<file path="src/rtl/core/lfulru_pkg.sv">
// ----------------------------------------------------------------------------
// lfulru_pkg
// Shared types and constants for the LFU page replacer with LRU tie-break.
// ----------------------------------------------------------------------------
package lfulru_pkg;

  localparam int unsigned MAX_FRAMES = 16;
  localparam int unsigned PAGE_SPACE = 64;

  localparam int unsigned FRAME_W = 4;
  localparam int unsigned PAGE_W  = 6;
  localparam int unsigned CNT_W   = 16;
  localparam int unsigned STAMP_W = 32;
  localparam int unsigned TOTAL_W = 32;
  localparam int unsigned CFG_W   = 5;

  typedef logic [PAGE_W-1:0]  page_t;
  typedef logic [FRAME_W-1:0] frame_idx_t;
  typedef logic [CNT_W-1:0]   use_cnt_t;
  typedef logic [STAMP_W-1:0] stamp_t;
  typedef logic [TOTAL_W-1:0] total_t;
  typedef logic [CFG_W-1:0]   cfg_frames_t;

  localparam cfg_frames_t FRAMES_RESET = 5'd4;
  localparam use_cnt_t    USE_CNT_MAX  = '1;
  localparam stamp_t      STAMP_MAX    = '1;
  localparam total_t      TOTAL_MAX    = '1;

  // One entry of the per-page table: use count and last-use stamp.
  typedef struct packed {
    use_cnt_t cnt;
    stamp_t   stamp;
  } page_rec_t;

  // Result of the frame lookup for the referenced page.
  typedef struct packed {
    logic       found;
    logic       hit;
    frame_idx_t slot;
  } lookup_t;

  typedef enum logic [2:0] {
    ST_IDLE,
    ST_RD_PAGE,
    ST_WR_PAGE,
    ST_SCAN,
    ST_DRAIN,
    ST_EVICT
  } state_t;

endpackage

</file>
<file path="src/rtl/core/lfulru_page_mem.sv">
// ----------------------------------------------------------------------------
// lfulru_page_mem
// Per-page record store: one read and one write port, registered read data.
// Entries never written since reset read as zero.
// ----------------------------------------------------------------------------
module lfulru_page_mem (
  input  logic                 clk,
  input  logic                 rst_n,
  input  logic                 rd_en,
  input  lfulru_pkg::page_t    rd_addr,
  output lfulru_pkg::page_rec_t rd_rec,
  input  logic                 wr_en,
  input  lfulru_pkg::page_t    wr_addr,
  input  lfulru_pkg::page_rec_t wr_rec
);

  lfulru_pkg::page_rec_t rec_mem [lfulru_pkg::PAGE_SPACE];
  logic [lfulru_pkg::PAGE_SPACE-1:0] written_r;
  lfulru_pkg::page_rec_t rd_data_r;
  logic rd_vld_r;

  always_ff @(posedge clk) begin
    if (wr_en) begin
      rec_mem[wr_addr] <= wr_rec;
    end
    if (rd_en) begin
      rd_data_r <= rec_mem[rd_addr];
    end
  end

  // Written flags stand in for clearing the store at reset.
  always_ff @(posedge clk) begin
    if (!rst_n) begin
      written_r <= '0;
      rd_vld_r  <= 1'b0;
    end else begin
      if (wr_en) begin
        written_r[wr_addr] <= 1'b1;
      end
      if (rd_en) begin
        rd_vld_r <= written_r[rd_addr];
      end
    end
  end

  assign rd_rec = rd_vld_r ? rd_data_r : '0;

endmodule

</file>
<file path="src/rtl/core/lfulru_frame_tbl.sv">
// ----------------------------------------------------------------------------
// lfulru_frame_tbl
// Frame registers with the resident/empty lookup and a scan read port.
// ----------------------------------------------------------------------------
module lfulru_frame_tbl (
  input  logic                   clk,
  input  logic                   rst_n,
  input  lfulru_pkg::page_t      lk_page,
  input  lfulru_pkg::frame_idx_t nf_last,
  output lfulru_pkg::lookup_t    lk,
  input  lfulru_pkg::frame_idx_t rd_idx,
  output lfulru_pkg::page_t      rd_page,
  input  logic                   wr_en,
  input  lfulru_pkg::frame_idx_t wr_idx,
  input  lfulru_pkg::page_t      wr_page
);

  lfulru_pkg::page_t frame_page_r [lfulru_pkg::MAX_FRAMES];
  logic [lfulru_pkg::MAX_FRAMES-1:0] frame_vld_r;

  always_ff @(posedge clk) begin
    if (wr_en) begin
      frame_page_r[wr_idx] <= wr_page;
    end
  end

  always_ff @(posedge clk) begin
    if (!rst_n) begin
      frame_vld_r <= '0;
    end else if (wr_en) begin
      frame_vld_r[wr_idx] <= 1'b1;
    end
  end

  // First in-use frame that is empty or holds the page; walk down so the
  // lowest index wins.
  always_comb begin
    lk = '0;
    for (int j = lfulru_pkg::MAX_FRAMES - 1; j >= 0; j--) begin
      if ((lfulru_pkg::FRAME_W'(j) <= nf_last) &&
          (!frame_vld_r[j] || (frame_page_r[j] == lk_page))) begin
        lk.found = 1'b1;
        lk.hit   = frame_vld_r[j];
        lk.slot  = lfulru_pkg::FRAME_W'(j);
      end
    end
  end

  assign rd_page = frame_page_r[rd_idx];

endmodule

</file>
<file path="src/rtl/core/lfulru_victim_sel.sv">
// ----------------------------------------------------------------------------
// lfulru_victim_sel
// Running minimum over scanned frames: least use count, then earliest stamp,
// then lowest frame index.
// ----------------------------------------------------------------------------
module lfulru_victim_sel (
  input  logic                   clk,
  input  logic                   cmp_vld,
  input  lfulru_pkg::frame_idx_t cmp_idx,
  input  lfulru_pkg::page_t      cmp_page,
  input  lfulru_pkg::page_rec_t  cmp_rec,
  output lfulru_pkg::frame_idx_t best_idx,
  output lfulru_pkg::page_t      best_page,
  output lfulru_pkg::stamp_t     best_stamp
);

  lfulru_pkg::frame_idx_t best_idx_r;
  lfulru_pkg::page_t      best_page_r;
  lfulru_pkg::page_rec_t  best_rec_r;
  logic                   take;

  // Strictly smaller only, so an equal later frame never displaces the best.
  always_comb begin
    take = (cmp_idx == '0) ||
           (cmp_rec.cnt < best_rec_r.cnt) ||
           ((cmp_rec.cnt == best_rec_r.cnt) && (cmp_rec.stamp < best_rec_r.stamp));
  end

  always_ff @(posedge clk) begin
    if (cmp_vld && take) begin
      best_idx_r  <= cmp_idx;
      best_page_r <= cmp_page;
      best_rec_r  <= cmp_rec;
    end
  end

  assign best_idx   = best_idx_r;
  assign best_page  = best_page_r;
  assign best_stamp = best_rec_r.stamp;

endmodule

</file>
<file path="src/rtl/core/lfu_lru_page_replacer_top.sv">
// ----------------------------------------------------------------------------
// lfu_lru_page_replacer_top
// LFU page replacer with LRU tie-break over a per-page record memory.
// Sequence: RD_PAGE, WR_PAGE, then the registered result strobe on a hit or
//   an empty-frame fill; an eviction adds SCAN over the N frames in use
//   (1..16), DRAIN and EVICT. A new transfer is taken only once busy drops;
//   the time is set by the page record read-modify-write plus, on an eviction,
//   the one-read-per-cycle scan of the page record memory.
// Reset (rst_n low, synchronous): frames empty, all page records zero,
//   counters zero, frames_in_use = 4. No clearing pass; ready right after.
// ----------------------------------------------------------------------------
module lfu_lru_page_replacer_top (
  input  logic        clk,
  input  logic        rst_n,
  // input channel
  input  logic        start,
  output logic        busy,
  input  logic [5:0]  in_page_number,
  // result channel
  output logic        out_valid,
  output logic        out_is_hit,
  output logic [3:0]  out_frame_index,
  output logic        out_evicted_valid,
  output logic [5:0]  out_evicted_page,
  output logic [31:0] out_hit_total,
  output logic [31:0] out_fault_total,
  // configuration
  input  logic        cfg_wr_en,
  input  logic [4:0]  cfg_wr_data
);

  lfulru_pkg::state_t       state_r, state_nxt;
  lfulru_pkg::cfg_frames_t  cfg_frames_r;
  lfulru_pkg::frame_idx_t   nf_last;
  lfulru_pkg::page_t        page_r;
  lfulru_pkg::lookup_t      lk, lk_r;
  lfulru_pkg::frame_idx_t   scan_idx_r, scan_idx_nxt;
  logic                     cmp_vld_r;
  lfulru_pkg::frame_idx_t   cmp_idx_r;
  lfulru_pkg::page_t        cmp_page_r;
  lfulru_pkg::stamp_t       access_r;
  lfulru_pkg::total_t       hit_cnt_r, fault_cnt_r;
  lfulru_pkg::total_t       hit_cnt_nxt, fault_cnt_nxt;

  // memory and frame table control, decoded from the state
  logic                     mem_rd_en;
  lfulru_pkg::page_t        mem_rd_addr;
  logic                     mem_wr_en;
  lfulru_pkg::page_t        mem_wr_addr;
  lfulru_pkg::page_rec_t    mem_wr_rec;
  lfulru_pkg::page_rec_t    mem_rd_rec;
  logic                     frm_wr_en;
  lfulru_pkg::frame_idx_t   frm_wr_idx;
  lfulru_pkg::page_t        frm_rd_page;
  logic                     finish;
  logic                     fin_hit;
  logic                     fin_evict;
  lfulru_pkg::use_cnt_t     cnt_inc;

  lfulru_pkg::frame_idx_t   best_idx;
  lfulru_pkg::page_t        best_page;
  lfulru_pkg::stamp_t       best_stamp;

  logic                     out_valid_r;
  logic                     out_is_hit_r;
  lfulru_pkg::frame_idx_t   out_frame_r;
  logic                     out_ev_vld_r;
  lfulru_pkg::page_t        out_ev_page_r;
  lfulru_pkg::total_t       out_hit_tot_r, out_fault_tot_r;

  // --------------------------------------------------------------------------
  // Configuration: frames_in_use, clamped to 1..MAX_FRAMES as a last index.
  // --------------------------------------------------------------------------
  always_ff @(posedge clk) begin
    if (!rst_n) begin
      cfg_frames_r <= lfulru_pkg::FRAMES_RESET;
    end else if (cfg_wr_en) begin
      cfg_frames_r <= cfg_wr_data;
    end
  end

  always_comb begin
    if (cfg_frames_r == '0) begin
      nf_last = '0;
    end else if (cfg_frames_r > lfulru_pkg::CFG_W'(lfulru_pkg::MAX_FRAMES)) begin
      nf_last = lfulru_pkg::FRAME_W'(lfulru_pkg::MAX_FRAMES - 1);
    end else begin
      nf_last = lfulru_pkg::FRAME_W'(cfg_frames_r - 1'b1);
    end
  end

  // --------------------------------------------------------------------------
  // Sub-blocks
  // --------------------------------------------------------------------------
  lfulru_page_mem u_page_mem (
    .clk     (clk),
    .rst_n   (rst_n),
    .rd_en   (mem_rd_en),
    .rd_addr (mem_rd_addr),
    .rd_rec  (mem_rd_rec),
    .wr_en   (mem_wr_en),
    .wr_addr (mem_wr_addr),
    .wr_rec  (mem_wr_rec)
  );

  lfulru_frame_tbl u_frame_tbl (
    .clk     (clk),
    .rst_n   (rst_n),
    .lk_page (page_r),
    .nf_last (nf_last),
    .lk      (lk),
    .rd_idx  (scan_idx_r),
    .rd_page (frm_rd_page),
    .wr_en   (frm_wr_en),
    .wr_idx  (frm_wr_idx),
    .wr_page (page_r)
  );

  lfulru_victim_sel u_victim_sel (
    .clk        (clk),
    .cmp_vld    (cmp_vld_r),
    .cmp_idx    (cmp_idx_r),
    .cmp_page   (cmp_page_r),
    .cmp_rec    (mem_rd_rec),
    .best_idx   (best_idx),
    .best_page  (best_page),
    .best_stamp (best_stamp)
  );

  // --------------------------------------------------------------------------
  // Sequencer: next state
  //   RD_PAGE  read the referenced page record, latch the frame lookup
  //   WR_PAGE  write back count+1 and stamp; finish on hit or empty frame
  //   SCAN     one record read per in-use frame
  //   DRAIN    last compare lands
  //   EVICT    clear victim count, hand its frame to the new page
  // --------------------------------------------------------------------------
  always_comb begin
    state_nxt = state_r;
    case (state_r)
      lfulru_pkg::ST_IDLE: begin
        if (start) begin
          state_nxt = lfulru_pkg::ST_RD_PAGE;
        end
      end
      lfulru_pkg::ST_RD_PAGE: state_nxt = lfulru_pkg::ST_WR_PAGE;
      lfulru_pkg::ST_WR_PAGE: begin
        state_nxt = lk_r.found ? lfulru_pkg::ST_IDLE : lfulru_pkg::ST_SCAN;
      end
      lfulru_pkg::ST_SCAN: begin
        if (scan_idx_r == nf_last) begin
          state_nxt = lfulru_pkg::ST_DRAIN;
        end
      end
      lfulru_pkg::ST_DRAIN: state_nxt = lfulru_pkg::ST_EVICT;
      lfulru_pkg::ST_EVICT: state_nxt = lfulru_pkg::ST_IDLE;
      default: state_nxt = lfulru_pkg::ST_IDLE;
    endcase
  end

  // Saturating use-count bump of the record read in RD_PAGE.
  assign cnt_inc = (mem_rd_rec.cnt == lfulru_pkg::USE_CNT_MAX) ?
                   mem_rd_rec.cnt : mem_rd_rec.cnt + 1'b1;

  // --------------------------------------------------------------------------
  // Sequencer: outputs
  // --------------------------------------------------------------------------
  always_comb begin
    mem_rd_en    = 1'b0;
    mem_rd_addr  = page_r;
    mem_wr_en    = 1'b0;
    mem_wr_addr  = page_r;
    mem_wr_rec   = '{cnt: cnt_inc, stamp: access_r};
    frm_wr_en    = 1'b0;
    frm_wr_idx   = lk_r.slot;
    finish       = 1'b0;
    fin_hit      = 1'b0;
    fin_evict    = 1'b0;
    scan_idx_nxt = scan_idx_r;
    case (state_r)
      lfulru_pkg::ST_RD_PAGE: begin
        mem_rd_en = 1'b1;
      end
      lfulru_pkg::ST_WR_PAGE: begin
        mem_wr_en    = 1'b1;
        scan_idx_nxt = '0;
        if (lk_r.found) begin
          frm_wr_en = 1'b1;
          finish    = 1'b1;
          fin_hit   = lk_r.hit;
        end
      end
      lfulru_pkg::ST_SCAN: begin
        mem_rd_en    = 1'b1;
        mem_rd_addr  = frm_rd_page;
        scan_idx_nxt = scan_idx_r + 1'b1;
      end
      lfulru_pkg::ST_EVICT: begin
        mem_wr_en   = 1'b1;
        mem_wr_addr = best_page;
        mem_wr_rec  = '{cnt: '0, stamp: best_stamp};
        frm_wr_en   = 1'b1;
        frm_wr_idx  = best_idx;
        finish      = 1'b1;
        fin_evict   = 1'b1;
      end
      default: begin
      end
    endcase
  end

  // Saturating totals, advanced on the finishing cycle.
  always_comb begin
    hit_cnt_nxt   = hit_cnt_r;
    fault_cnt_nxt = fault_cnt_r;
    if (finish) begin
      if (fin_hit) begin
        if (hit_cnt_r != lfulru_pkg::TOTAL_MAX) begin
          hit_cnt_nxt = hit_cnt_r + 1'b1;
        end
      end else if (fault_cnt_r != lfulru_pkg::TOTAL_MAX) begin
        fault_cnt_nxt = fault_cnt_r + 1'b1;
      end
    end
  end

  // --------------------------------------------------------------------------
  // Control registers
  // --------------------------------------------------------------------------
  always_ff @(posedge clk) begin
    if (!rst_n) begin
      state_r     <= lfulru_pkg::ST_IDLE;
      scan_idx_r  <= '0;
      cmp_vld_r   <= 1'b0;
      access_r    <= '0;
      hit_cnt_r   <= '0;
      fault_cnt_r <= '0;
      out_valid_r <= 1'b0;
    end else begin
      state_r     <= state_nxt;
      scan_idx_r  <= scan_idx_nxt;
      // Read data of a SCAN read is compared in the following cycle.
      cmp_vld_r   <= (state_r == lfulru_pkg::ST_SCAN);
      hit_cnt_r   <= hit_cnt_nxt;
      fault_cnt_r <= fault_cnt_nxt;
      out_valid_r <= finish;
      if ((state_r == lfulru_pkg::ST_WR_PAGE) && (access_r != lfulru_pkg::STAMP_MAX)) begin
        access_r <= access_r + 1'b1;
      end
    end
  end

  // --------------------------------------------------------------------------
  // Payload registers
  // --------------------------------------------------------------------------
  always_ff @(posedge clk) begin
    if ((state_r == lfulru_pkg::ST_IDLE) && start) begin
      page_r <= in_page_number;
    end
    if (state_r == lfulru_pkg::ST_RD_PAGE) begin
      lk_r <= lk;
    end
    cmp_idx_r  <= scan_idx_r;
    cmp_page_r <= frm_rd_page;
    if (finish) begin
      out_is_hit_r    <= fin_hit;
      out_frame_r     <= frm_wr_idx;
      out_ev_vld_r    <= fin_evict;
      out_ev_page_r   <= fin_evict ? best_page : '0;
      out_hit_tot_r   <= hit_cnt_nxt;
      out_fault_tot_r <= fault_cnt_nxt;
    end
  end

  assign busy              = (state_r != lfulru_pkg::ST_IDLE);
  assign out_valid         = out_valid_r;
  assign out_is_hit        = out_is_hit_r;
  assign out_frame_index   = out_frame_r;
  assign out_evicted_valid = out_ev_vld_r;
  assign out_evicted_page  = out_ev_page_r;
  assign out_hit_total     = out_hit_tot_r;
  assign out_fault_total   = out_fault_tot_r;

endmodule

</file>
<file path="config.mk">
export PLATFORM = sky130hd
export DESIGN_NAME = lfu_lru_page_replacer_top
export DESIGN_NICKNAME = d
export VERILOG_FILES = /design/src/rtl/core/lfulru_pkg.sv /design/src/rtl/core/lfulru_page_mem.sv /design/src/rtl/core/lfulru_frame_tbl.sv /design/src/rtl/core/lfulru_victim_sel.sv /design/src/rtl/core/lfu_lru_page_replacer_top.sv
export SDC_FILE = /design/constraint.sdc
export NUM_CORES = 2
export LEC_CHECK = 0
export BUFFER_PORTS_ARGS = -buffer_cell sky130_fd_sc_hd__buf_2
export CORE_ASPECT_RATIO = 0.75
export CORE_MARGIN = 5
export CORE_UTILIZATION = 43
export CTS_CLUSTER_SIZE = 14
export DETAILED_ROUTE_END_ITERATION = 8
export PLACE_DENSITY_LB_ADDON = 0.1
export SLEW_MARGIN = 25
export SYNTH_ARGS = -nofsm -noshare
export SYNTH_HDL_FRONTEND = slang
export SYNTH_SLANG_ARGS = --single-unit
</file>
<file path="constraint.sdc">
create_clock -name clk -period 9.2 [get_ports clk]
set_clock_uncertainty 0.1 [all_clocks]
set_input_delay 1.38 -clock clk [delete_from_list [all_inputs] [get_ports clk]]
set_output_delay 1.38 -clock clk [all_outputs]
set_load 0.02 [all_outputs]
</file>
=== Word-level counts from Yosys, hierarchy flattened ===
Memories as Yosys holds them, arrays and structs flattened. A register that Yosys moved wholly into a read port is not among the register bits.
Index checks and enable logic that the tools add are counted.

* Add/subtract/negate cells: 6
* $lt $le $gt $ge: 24
* Eq/ne operators: 29
* Muxes and demuxes: 54
* Bitwise operators: 2
* Reduce and logical (&&, ||, !) cells: 68

{| class="wikitable"
|+ Operators with widths
! cell !! count
|-
| $mux W32 || 6
|-
| $add A32 B1 Y32 const B || 3
|-
| $eq A6 B6 Y1 || 16
|-
| $mux W48 || 2
|-
| $ne A32 B32 Y1 const B || 3
|-
| $mux W5 || 15
|-
| $or A64 B64 Y64 || 1
|-
| $le A4 B4 Y1 const A || 8
|-
| $lt A32 B32 Y1 || 1
|-
| $logic_and A1 B1 Y1 || 22
|-
| $mux W4 || 5
|-
| $logic_or A1 B1 Y1 || 18
|-
| $mux W6 || 3
|-
| $add A16 B1 Y16 const B || 1
|-
| $eq A16 B16 Y1 || 1
|-
| $eq A16 B16 Y1 const B || 1
|-
| $le A3 B4 Y1 const A || 4
|-
| $logic_not A1 Y1 || 16
|-
| $lt A16 B16 Y1 || 1
|-
| $mux W16 || 1
|-
| $or A16 B16 Y16 || 1
|-
| $pmux W3 S5 || 1
|-
| $reduce_or A15 Y1 || 1
|-
| $lt A6 B7 Y1 const B || 2
|-
| 30 further kinds || 50
|}

* Register bits: 347
* Memory bits (writable): 3168
* Word-level logic and storage cells: 215
* Memories: 2

{| class="wikitable"
|+ Memory list
! memory !! depth !! width !! rd ports !! clocked after Yosys merged registers in !! wr ports !! RTL line !! text
|-
| u_page_mem.rec_mem || 64 || 48 || 1 || 1 || 1 || lfulru_page_mem.sv:17 || <nowiki>lfulru_pkg::page_rec_t rec_mem [lfulru_pkg::PAGE_SPACE];</nowiki>
|-
| u_frame_tbl.frame_page_r || 16 || 6 || 17 || 1 || 1 || lfulru_frame_tbl.sv:18 || <nowiki>lfulru_pkg::page_t frame_page_r [lfulru_pkg::MAX_FRAMES];</nowiki>
|}

=== Longest topological paths before layout ===
* Depth in word-level cells: 21
* Mapped depth: 17

=== Hierarchy ===
Synthesis repeated with hierarchy kept, for this count alone.

* Cell total of the unflattened synthesis: 6568
* Area, all modules: 140303.3 µm²

{| class="wikitable"
|+ Modules (own cells, without submodules)
! module !! times used !! cells an instance !! area each (µm²) !! sequential area each (µm²)
|-
| lfulru_page_mem || 1 || 4760 || 120767.1 || 94991.1
|-
| lfu_lru_page_replacer_top || 1 || 1097 || 10408.7 || 5044.8
|-
| lfulru_frame_tbl || 1 || 453 || 5954.5 || 3203.1
|-
| lfulru_victim_sel || 1 || 258 || 3173.0 || 1741.7
|}

=== Worst setup path after synthesis ===
OpenSTA, ideal clock, no wires.

* Path kind: register to register
* From: reg u_page_mem.rd_vld_r
* To: reg u_victim_sel.best_idx_r[0] (netlist: u_victim_sel.best_idx[0]) (enable)
* Library setup time: 0.560 ns
* Data arrival time: 6.725 ns
* Slack: 1.816 ns
* Stages on the path, launching flop included: 14
* Path through: dfxtp_1 > clkbuf_1 > clkbuf_1 > and2_1 > ha_1 > a21o_1 > a21o_1 > a21o_1 > a21o_1 > a21o_1 > a21o_1 > a21oi_1 > nor2_1 > o31ai_1

{| class="wikitable"
|+ RTL lines
! item !! RTL line !! text
|-
| start: declaration || lfulru_page_mem.sv:20 || <nowiki>logic rd_vld_r;</nowiki>
|-
| start signal: assignment || lfulru_page_mem.sv:41 || <nowiki>rd_vld_r <= written_r[rd_addr];</nowiki>
|-
| end signal: assignment || lfulru_victim_sel.sv:31 || <nowiki>best_idx_r <= cmp_idx;</nowiki>
|-
| end: declaration || lfulru_victim_sel.sv:17 || <nowiki>lfulru_pkg::frame_idx_t best_idx_r;</nowiki>
|}

==> impl_results.md <==
* Vias at roughly 80,000
* Max clock buf depth at 4
* Worst-Margin Slew at 1230 ps
* Antenna violations before repair at between 40 and 50
* Port Buffers at slightly above 90
* DP Cell Count at 11,700
* Sequential area share after synthesis at between 70% and 80%
* Final WL at 472,000 µm
* Synth top area share at 72.7%
* Mapped Avg Cell Area at 18.6 µm²
* Hold_ws at 302 ps
* Mapped Area at roughly 140,000 µm²
* Hold worst-path end: u_victim_sel.best_page[4]$_DFFE_PP_
* Number of global-route vias before repair at 73,500
* Hold path cells at 0
* Hold Startpoint: cmp_page_r[4]$_DFF_P_
* Slew margin rel. at roughly 18%
* Starting Density at 43.2%
* HPWL after DPL at 251,000 µm
* IO Count at between 90 and 100
* Final Power at approximately 36 mW
* Peak supply drop at 173 µV
* Critical path launch point type: flop
* Layout cells sized above 1 at 20.9%
* Crit path max fanout at 96
* Fin. max-slew vios at 0
* Die H at 502 µm
* DRT iter0 DRCs at 13,000
* Number of flops mapped to enable cells by yosys at about 3,400
* Average vias per placed instance at 6.32
* Total track usage at 27.7%
* Top cells by area, synth: edfxtp_1 73%, mux4_2 11%, dfxtp_1 3.0%
* CTS H-tree lvls at 5
* Remaining DRCs at 0
* RSZ-0062 raised after global routing: no
* Top_reg_cell synth: edfxtp_1
* Distinct cells, synth at 85
* Endpoint class of the critical path: flop
* Wire length of the first global-routing pass at 638,000 µm
* LEAKAGE at 48.1 nW
* R2r worst-path depth at 11
* Final period utilization at 64.6%
* Synthesized instance count at 7,469
* Gpl congestion at 0.836
* Cell Count, Final, Fillers Out at 12,400
* Final setup fails at 0
* Hold Fails Final Rpt at 0
* Num CTS Buffers at around 350
* Post-DRT Antenna Nets at 0
* R2R Setup Slk at 3260 ps
* Ys async rst share at 0%
* Core area at approximately 320,000 µm²
* Data arrival, critical path at 6460 ps
* Die span in x at ~670 µm
* Hold-fix buffers at CTS at 0
* Worst-path clk slew at 60 ps
* Dpl ws at approximately 3200 ps
* Yosys warning total at 0
* Min cycle time layout at between 5000 and 6000 ps
* Synth area leader: edfxtp_1
* Total congestion overflow at 0
* Worst setup margin at 3260 ps
* Clock Sink Count at 3,567
* Setup Crit Path Kind: flop to flop
* Root buffer cell: clkbuf_16
* Status: completed
* Max-cap violation count at 0
* Drt pass-1 iters at 6
* Post-Synthesis Net Count at ~7,500
* P&R area growth vs syn at 13.6%
* Required time of the critical path at 9720 ps
* PwrDens at around 230 nW/µm²
* CTS resizes at 0
* Core Rows at 180
* Average routed wire per standard cell at roughly 38 µm
* Setup TNS at 0 ps
* Worst min-delay path class: flop to flop
* R2R Path End: u_page_mem.rd_data_r[4]$_DFFE_PP_
* Nets at 7,875
* Flops & latches, synth at roughly 3,600
* Clk Latency, worst-skew pair at 910 ps
* DIE AREA at about 330,000 µm²
* Synth cell count leaders: 3,362 x edfxtp_1, 758 x nand2_1, 658 x mux4_2
* Most common cell in the netlist: edfxtp_1
* Post CTS Setup Buffer Count at 0
* Largest net degree at the start of global routing at 142
* Peak Freq at 168 MHz
* CTS tree: yes
state kept, by name (all words and copies together) (netlist names), 32 cells and up, named ones only:
register / cells
fault_cnt_r: 32
u_page_mem.rd_data_r: 48
u_victim_sel.best_stamp: 32
out_fault_total: 32
u_frame_tbl.frame_page_r: 96
u_page_mem.written_r: 64
access_r: 32
hit_cnt_r: 32
u_page_mem.rec_mem: 3072
out_hit_total: 32
through the flow:
stage | instance area [µm²] | utilization, %
finish | 158000 | 49.1
global placement | 146000 | 45.6
floorplan | 139000 | -
detailed placement | 147000 | 45.7
CTS | 158000 | 49.1
global route | 158000 | 49.1
where the power goes:
group	internal [mW]	switching [mW]	leakage (nW)
Sequential	18.0	0.183	29.9
Combinational	1.36	2.61	12.8
Clock	7.88	6.17	5.36
cells by family after synthesis:
logic type	after synthesis	share of synthesized area, %
and+or+nand+nor	1756	6.11
xor gates and xnor gates	198	1.25
adders and majority gates	57	0.507
buffers and inverters	475	1.65
AOI/OAI and AO/OA	698	3.64
DFF	3567	75.7
muxes	718	11.2
cell type report:
class / count / area [µm²]
multi-input combinational: 3427 / 32600
fill: 26400 / 163000
antenna: 14 / 35.0
timing repair buffer: 378 / 3340
tap: 4277 / 5350
sequential: 3567 / 105000
clock buffer: 457 / 9560
inverter: 84 / 322
clock inverter: 175 / 1410
placed cells by master (no fill, tap or decap), types with 48 or more instances in the layout:
cell	count
a21oi_1	54
clkinv_2	56
a22oi_1	263
nand2_1	757
dfxtp_1	204
clkbuf_16	362
mux4_2	658
and2_1	151
o21ai_0	48
nand4_1	136
clkinv_1	74
xnor2_1	127
edfxtp_1	3362
ha_1	53
xor2_1	71
clkbuf_1	79
buf_4	231
nor2_4	81
inv_1	81
buf_2	91
nor2_1	79
o21a_1	88
nand3_1	279
and3_1	87
per-layer routing:
layer  track usage (%)  vias to the layer above  share of wire [%]
li1                  -                    30700                  -
met1              42.6                    42300                 43
met2              41.0                     4613                 44
met3              5.22                      697                 10
met4              6.98                        6                2.7
met5                 0                        -             0.0087
worst max-delay path by stage:
stage	end	cells after the start
3_3_place_gp	u_page_mem.rd_data_r[39]$_DFFE_PP_	9
3_5_place_dp	u_page_mem.rd_data_r[39]$_DFFE_PP_	10
2_1_floorplan	u_victim_sel.best_idx[0]$_DFFE_PP_	13
4_1_cts	u_page_mem.rd_data_r[39]$_DFFE_PP_	10
6_report	u_page_mem.rd_data_r[4]$_DFFE_PP_	11
5_1_grt	u_page_mem.rd_data_r[4]$_DFFE_PP_	11
critical path, cell delays in order, from the launching register on:
cell	delay, ps
dfxtp_1	780
buf_4	410
mux4_2	260
mux2i_1	150
o221ai_4	740
buf_12	420
buf_12	390
buf_12	610
mux4_2	580
a22oi_1	360
nand4_1	270
or2_1	290
Power figures use the tool's default switching activity.
